## config.mk

```make
export PLATFORM = sky130hd
export DESIGN_NAME = rraf_isqrt
export DESIGN_NICKNAME = d
export VERILOG_FILES = /design/src/rtl/rraf_pkg.sv /design/src/rtl/rraf_isqrt.sv
export SDC_FILE = /design/constraint.sdc
export NUM_CORES = 1
export LEC_CHECK = 0
export ABC_AREA = 1
export BUFFER_PORTS_ARGS = -buffer_cell sky130_fd_sc_hd__buf_4
export CAP_MARGIN = 20
export CORE_ASPECT_RATIO = 0.6
export CORE_MARGIN = 2
export CORE_UTILIZATION = 50
export CTS_CLUSTER_SIZE = 40
export DETAILED_ROUTE_END_ITERATION = 16
export GPL_ROUTABILITY_DRIVEN = 1
export HOLD_SLACK_MARGIN = 0.02
export PLACE_DENSITY_LB_ADDON = 0.12
export RECOVER_POWER = 100
export SLEW_MARGIN = 5
export SYNTH_ARGS = -nofsm -noshare
export SYNTH_HDL_FRONTEND = slang
export SYNTH_SLANG_ARGS = --single-unit
export TNS_END_PERCENT = 100
```

## constraint.sdc

```tcl
create_clock -name clk -period 5.2 [get_ports clk]
set_clock_uncertainty 0.1 [all_clocks]
set_input_delay 1.04 -clock clk [delete_from_list [all_inputs] [get_ports clk]]
set_output_delay 1.04 -clock clk [all_outputs]
set_load 0.03 [all_outputs]
```

## src/rtl/rraf_pkg.sv

```systemverilog
// Shared constants and types for the rounded rectangle alpha fill block.
`default_nettype none

package rraf_pkg;

    // Screen geometry; positions at or beyond these limits are never drawn
    localparam int unsigned COORD_W = 12;
    localparam logic [COORD_W:0] SCREEN_WIDTH  = 13'd4096;
    localparam logic [COORD_W:0] SCREEN_HEIGHT = 13'd4096;

    localparam int unsigned PIXEL_W    = 32;
    localparam int unsigned CFG_IDX_W  = 3;
    localparam int unsigned CFG_DATA_W = 24;

    // Square root datapath: radicand, root and pipeline depth of the root unit
    localparam int unsigned SQ_W        = 24;
    localparam int unsigned ROOT_W      = 12;
    localparam int unsigned ROOT_STAGES = 4;

    typedef enum logic [CFG_IDX_W-1:0] {
        CFG_RECT_LEFT     = 3'd0,
        CFG_RECT_TOP      = 3'd1,
        CFG_RECT_WIDTH    = 3'd2,
        CFG_RECT_HEIGHT   = 3'd3,
        CFG_CORNER_RADIUS = 3'd4,
        CFG_FILL_COLOR    = 3'd5,
        CFG_FILL_ALPHA    = 3'd6,
        CFG_BORDER_MODE   = 3'd7
    } cfg_idx_t;

endpackage

`default_nettype wire

```

## src/rtl/rraf_isqrt.sv

```systemverilog
// Pipelined integer square root, several result digits per stage.
`default_nettype none

module rraf_isqrt
    import rraf_pkg::*;
(
    input  wire                 clk,
    input  wire                 en,
    input  wire  [SQ_W-1:0]     radicand,
    output logic [ROOT_W-1:0]   root
);

    localparam int unsigned STEPS_PER_STAGE = ROOT_W / ROOT_STAGES;
    localparam int unsigned RES_W           = SQ_W + 1;

    typedef struct packed {
        logic [SQ_W-1:0]  op;
        logic [RES_W-1:0] res;
    } sq_t;

    sq_t st_reg [ROOT_STAGES];

    // One digit of the shift-subtract root: try the next bit, keep it if it fits
    function automatic sq_t sqrt_step(input sq_t s, input int k);
        logic [RES_W-1:0] one;
        logic [RES_W-1:0] trial;
        sq_t              o;
        one   = RES_W'(1) << (2 * (int'(ROOT_W) - 1 - k));
        trial = s.res + one;
        o     = s;
        if ({1'b0, s.op} >= trial)
        begin
            o.op  = s.op - trial[SQ_W-1:0];
            o.res = s.res + (one << 1);
        end
        o.res = o.res >> 1;
        return o;
    endfunction

    for (genvar g = 0; g < ROOT_STAGES; g++)
    begin : g_stage
        sq_t v_in;
        sq_t v_next;

        if (g == 0)
        begin : g_first
            assign v_in = {radicand, RES_W'(0)};
        end
        else
        begin : g_rest
            assign v_in = st_reg[g-1];
        end

        always_comb
        begin
            v_next = v_in;
            for (int j = 0; j < STEPS_PER_STAGE; j++)
            begin
                v_next = sqrt_step(v_next, g * STEPS_PER_STAGE + j);
            end
        end

        always_ff @(posedge clk)
        begin
            if (en)
            begin
                st_reg[g] <= v_next;
            end
        end
    end

    assign root = st_reg[ROOT_STAGES-1].res[ROOT_W-1:0];

endmodule

`default_nettype wire

```

# Word level (Yosys, flattened, before mapping)
# Memory sizes are Yosys's and may differ from the RTL's.
# Cells that the tools add are included.
# Widths: inputs -> output; s select.
totals:
  reg_bits: 0
  latchBits: 0
  ram_bits: 192
  rom_bits: 0
  inputBits: 26
  output_inout_bits: 12
  word_cells: 61
  mem_count: 1
op_classes:
  n_addsub: 34
  mul: 0
  div_mod_pow: 0
  n_lt_le_gt_ge: 12
  n_eq_ne: 0
  shift: 0
  muxes: 14
  bitwise_logic: 0
  reduce_logical: 0
memory_table:
  columns: ["name", "words", "width", "read_ports", "rd_clocked_by_memory_dff", "wr", "line", "text"]
  rows:
  - ["st_reg", 4, 48, 4, 0, 4, "rraf_isqrt.sv:21", "sq_t st_reg [ROOT_STAGES];"]
op_table:
  columns: ["operator", "n"]
  rows:
  - ["$mux 49", 12]
  - ["$ge 24x25->1", 11]
  - ["$sub 24x24->24", 11]
  - ["$add 24x1->25 const B", 1]
  - ["$add 24x10->25 const B", 1]
  - ["$add 24x13->25 const B", 1]
  - ["$add 24x14->25 const B", 1]
  - ["$add 24x15->25 const B", 1]
  - ["$add 24x16->25 const B", 1]
  - ["$add 24x19->25 const B", 1]
  - ["$add 24x2->25 const B", 1]
  - ["$add 24x20->25 const B", 1]
  - ["$add 24x21->25 const B", 1]
  - ["$add 24x22->25 const B", 1]
  - ["$add 24x3->25 const B", 1]
  - ["$add 24x4->25 const B", 1]
  - ["$add 24x7->25 const B", 1]
  - ["$add 24x8->25 const B", 1]
  - ["$add 24x9->25 const B", 1]
  - ["$add 25x11->25 const B", 1]
  - ["$add 25x12->25 const B", 1]
  - ["$add 25x17->25 const B", 1]
  - ["$add 25x18->25 const B", 1]
  - ["$add 25x5->25 const B", 1]
  - ["other kinds (4)", 5]

# Longest topological paths before layout
# An unclocked memory read counts as a cell.
logic_depth:
  word_depth: 10
  depth_mapped: 40
  ltp_nobuf: 36

# Worst setup path before layout
# OpenSTA, ideal clock, no wires.
synth_timing:
  path_kind: "register -> register"
  from: "memory st_reg[1][12] (netlist bit)"
  to: "memory st_reg[2][38] (netlist bit) (data pin)"
  setup_ns: 0.253
  t_arrival_ns: 4.994
  t_required_ns: 4.847
  path_slack_ns: -0.147
  stages_incl_launch_ff: 38
  n_path_buf: 5
  synth_period_minus_slack_ns: 5.347
  cell_sequence: "edfxtp_1 > inv_1 > ha_1 > buf_6 > a21oi_2 > nand2_2 > nand2_2 > nand2_2 > nand2_2 > nand3_2 > buf_6 > inv_1 > clkbuf_1 > o21ai_0 > ha_1 > nand2_1 > nor2_1 > nand3_1 > [... 2 more ...] > nor2_1 > nand2_1 > nand2_1 > nor2_4 > buf_1 > o21ai_0 > ha_1 > a21oi_1 > nor2_1 > nor2_1 > nand2_1 > nand2_1 > nand3_2 > nor2_4 > nand2_4 > buf_4 > nand2_1 > nand2_1"
synth_lines:
  columns: ["item", "line"]
  rows:
  - ["from (decl)", "rraf_isqrt.sv:21"]

==> results.md <==
- Hold WC Path Type: register to register
- Max reg flops: 102
- YS warnings: 0
- Net count after synthesis: 1582
- Largest net degree at the start of global routing: 75
- DR iter-0 viols: 1593
- Slew Limit Fails: 0
- Mean Syn Cell Area: 7.033 um2
- Setup TNS: -3.701 ns
- P_sw: 5.526 mW
- Cell area after synthesis: 10290 um2
- Initial antenna violation count: 0
- Final HPWL from detailed placement: 32250 um
- Final net count: 2042
- Max_slew headroom: 37.07%
- Ys async rst share: 0%
- Die height: 115.1 um
- Final setup margin: -0.2527 ns
- Clock buffer depth: 2
- Failing checks: negative setup slack
- Wirelength per Cell: 19.72 um
- #FFs+latches synth: 102
- Fin. Hold Viols: 0
- Sequential share of power: 12.3%
- DRT Pass-1 Iters: 5
- CTS tree: done
- CTS HTree Levels: 3
- Routed Antenna Nets: 0
- Outcome: complete, but fails checks
- Area after DPL: 13390 um2
- Area of the die: 21780 um2
- Initial Utilization: 51.27%
- RSZ-0062 raised after global routing: true
- Int Pwr: 5.457 mW
- Startpoint Class: register
- Via density: 5.656
- Clock sinks: 102
- Count of buffers from port buffering: 37
- CTS Buf Count: 9
- Cell taking the most area after synthesis: edfxtp_1
- Total grt overflow: 0
- Area growth syn-to-layout: 51.69%
- Total Wirelength: 43400 um
- Switching Share: 50.32%
- Netlist cell types: 50
- Total power draw: 10.98 mW
- Fill cells: 1418
- Min Tclk post-route: 5.453 ns
- Fin crit share: 104.9%
- Reg clk slew, reported paths: 0.07 ns
- Ant. Diodes: 0
- Dominant synthesized flop cell: edfxtp_1
- Most common cell in the netlist: nand2_1
- Final setup vio count: 20
- Critical Path Sink Type: register
- Worst-margin pin slew: 0.9439 ns
- # rows: 40
- IO Pins: 38
- Yosys top cell area share: 29.77%
- P_leak: 7.505 nW
- PD cells: 703.7 nW/um2
- Via count: 12448
- Maximum vdd drop: 398.4 uV
- Clock power share: 7.0%
- Top cells by area, synth: edfxtp_1, nand2_1, ha_1
- Highest-delay cell along the critical path: edfxtp_1
- Clock latency at the later pin of the worst-skew pair: 0.37 ns
- Core area: 20070 um2
- All-Layer GR Usage: 37.37%
- CP max stage delay: 0.50 ns
- Max FO, Critical Path: 10
- Cell area after layout: 15610 um2
- CTS root buffer: clkbuf_16
- Worst EP arrival: 5.45 ns
- DRC Markers: 0
- Crit path required time: 5.20 ns
- F_max: 183.4 MHz
- Gp weighted congestion: 1.007
- Combinational Power Share: 80.7%
- Cells after Synth: 1463
- First-pass GRT wire length: 61070 um
- Die width: 189.2 um
- Post-synth EDFFs: 102
- Share of layout cells above drive strength 1: 38.12%
- Crit path kind: register to register
- Worst slack, placed: -0.5563 ns
- Number of global-route vias before repair: 10663
- Crit path top cell by count: nand2_2
- # hold bufs at CTS: 0
- Commonest cells post-synth: nand2_1, inv_1, nor2_1
- Final Util: 77.77%
- Max Cap Viol: 0
- Register area share after synthesis: 29.77%
## layout make-up
| cell class | instances | area (um2) | area share, % |
|---|---|---|---|
| clock buffers | 10 | 229.0 | 1.467 |
| clock inverters | 6 | 100.1 | 0.6413 |
| inverters | 207 | 794.5 | 5.090 |
| multi-input cells | 1141 | 7582 | 48.58 |
| flip-flops and latches | 102 | 3063 | 19.62 |
| well taps | 273 | 341.6 | 2.188 |
| repair buffers | 461 | 3491 | 22.36 |
| repair inverters | 1 | 7.507 | 0.04810 |
## placed cells by master, fill, tap and decap left out, drive strengths merged, types with 4 or more instances in the layout
cell type,n
xor2,43
o211ai,4
nor3,20
inv,208
clkbuf,44
o21ai,80
xnor2,23
a31oi,5
nor4,9
ha,93
edfxtp,102
nand2,418
a21oi,66
nand3b,12
o21bai,6
nand4,38
or2,7
o21a,5
buf,427
a21o,6
nand3,124
nor2,168
## cells by family (layout without fill, tap and decap cells)
logic type | after synthesis | count (layout) | share of synthesized area (%)
simple gates | 797 | 800 | 34.62
buf+inv | 223 | 685 | 8.670
compound gates | 181 | 181 | 9.922
flops | 102 | 102 | 29.77
fa+ha+maj | 93 | 93 | 11.31
xor+xnor | 66 | 66 | 5.618
mux | 1 | 1 | 0.09728
## per-layer routing
metal	track usage (%)	vias up	part of all wire (%)
met5	0	-	0
met4	5.313	0	1.8
met3	17.95	105	17
met2	43.44	879	36
met1	59.90	5679	46
li1	-	5785	-
## critical path: cells and delay by family, from the launching register on
family,cells,cell delay [ns]
flops,1,0.50
buf+inv,8,0.97
simple gates,18,2.34
fa+ha+maj,3,0.81
compound gates,4,0.46
## through the flow
stage	hold WS, ns	instances
3_3_place_gp	0.3218	2099
2_1_floorplan	0.3174	1463
3_5_place_dp	0.3254	2099
6_report	0.3449	2201
4_1_cts	0.3436	2169
5_1_grt	0.3486	2201
## power groups by stage
stage                     Combinational, mW  Clock, mW  Sequential, mW
after floorplan                        3.83          0            1.30
after global placement                 6.98          0            1.33
after detailed placement               7.06          0            1.33
after CTS                              7.61      0.774            1.32
after global routing                   9.36      0.808            1.36
final                                  8.87      0.772            1.35
## worst paths after layout
| check | cells after the start | slack (ns) | to | start |
|---|---|---|---|---|
| setup reg to reg | 33 | -0.25 | st_reg[2][36] | st_reg[1][16] |
| setup / recovery | 33 | -0.25 | st_reg[2][36] | st_reg[1][16] |
| hold / removal | 0 | 0.34 | st_reg[1][29] | st_reg[0][29] |
| hold reg to reg | 0 | 0.34 | st_reg[1][29] | st_reg[0][29] |
## repair_timing
action | in CTS | in global routing
setup buffers | 51 | 32
pin swaps | 63 | 80
gates cloned | 4 | 0
resized for setup | 139 | 167
setup endpoints to repair | 28 | 33
(Power assumes the default switching activity.)
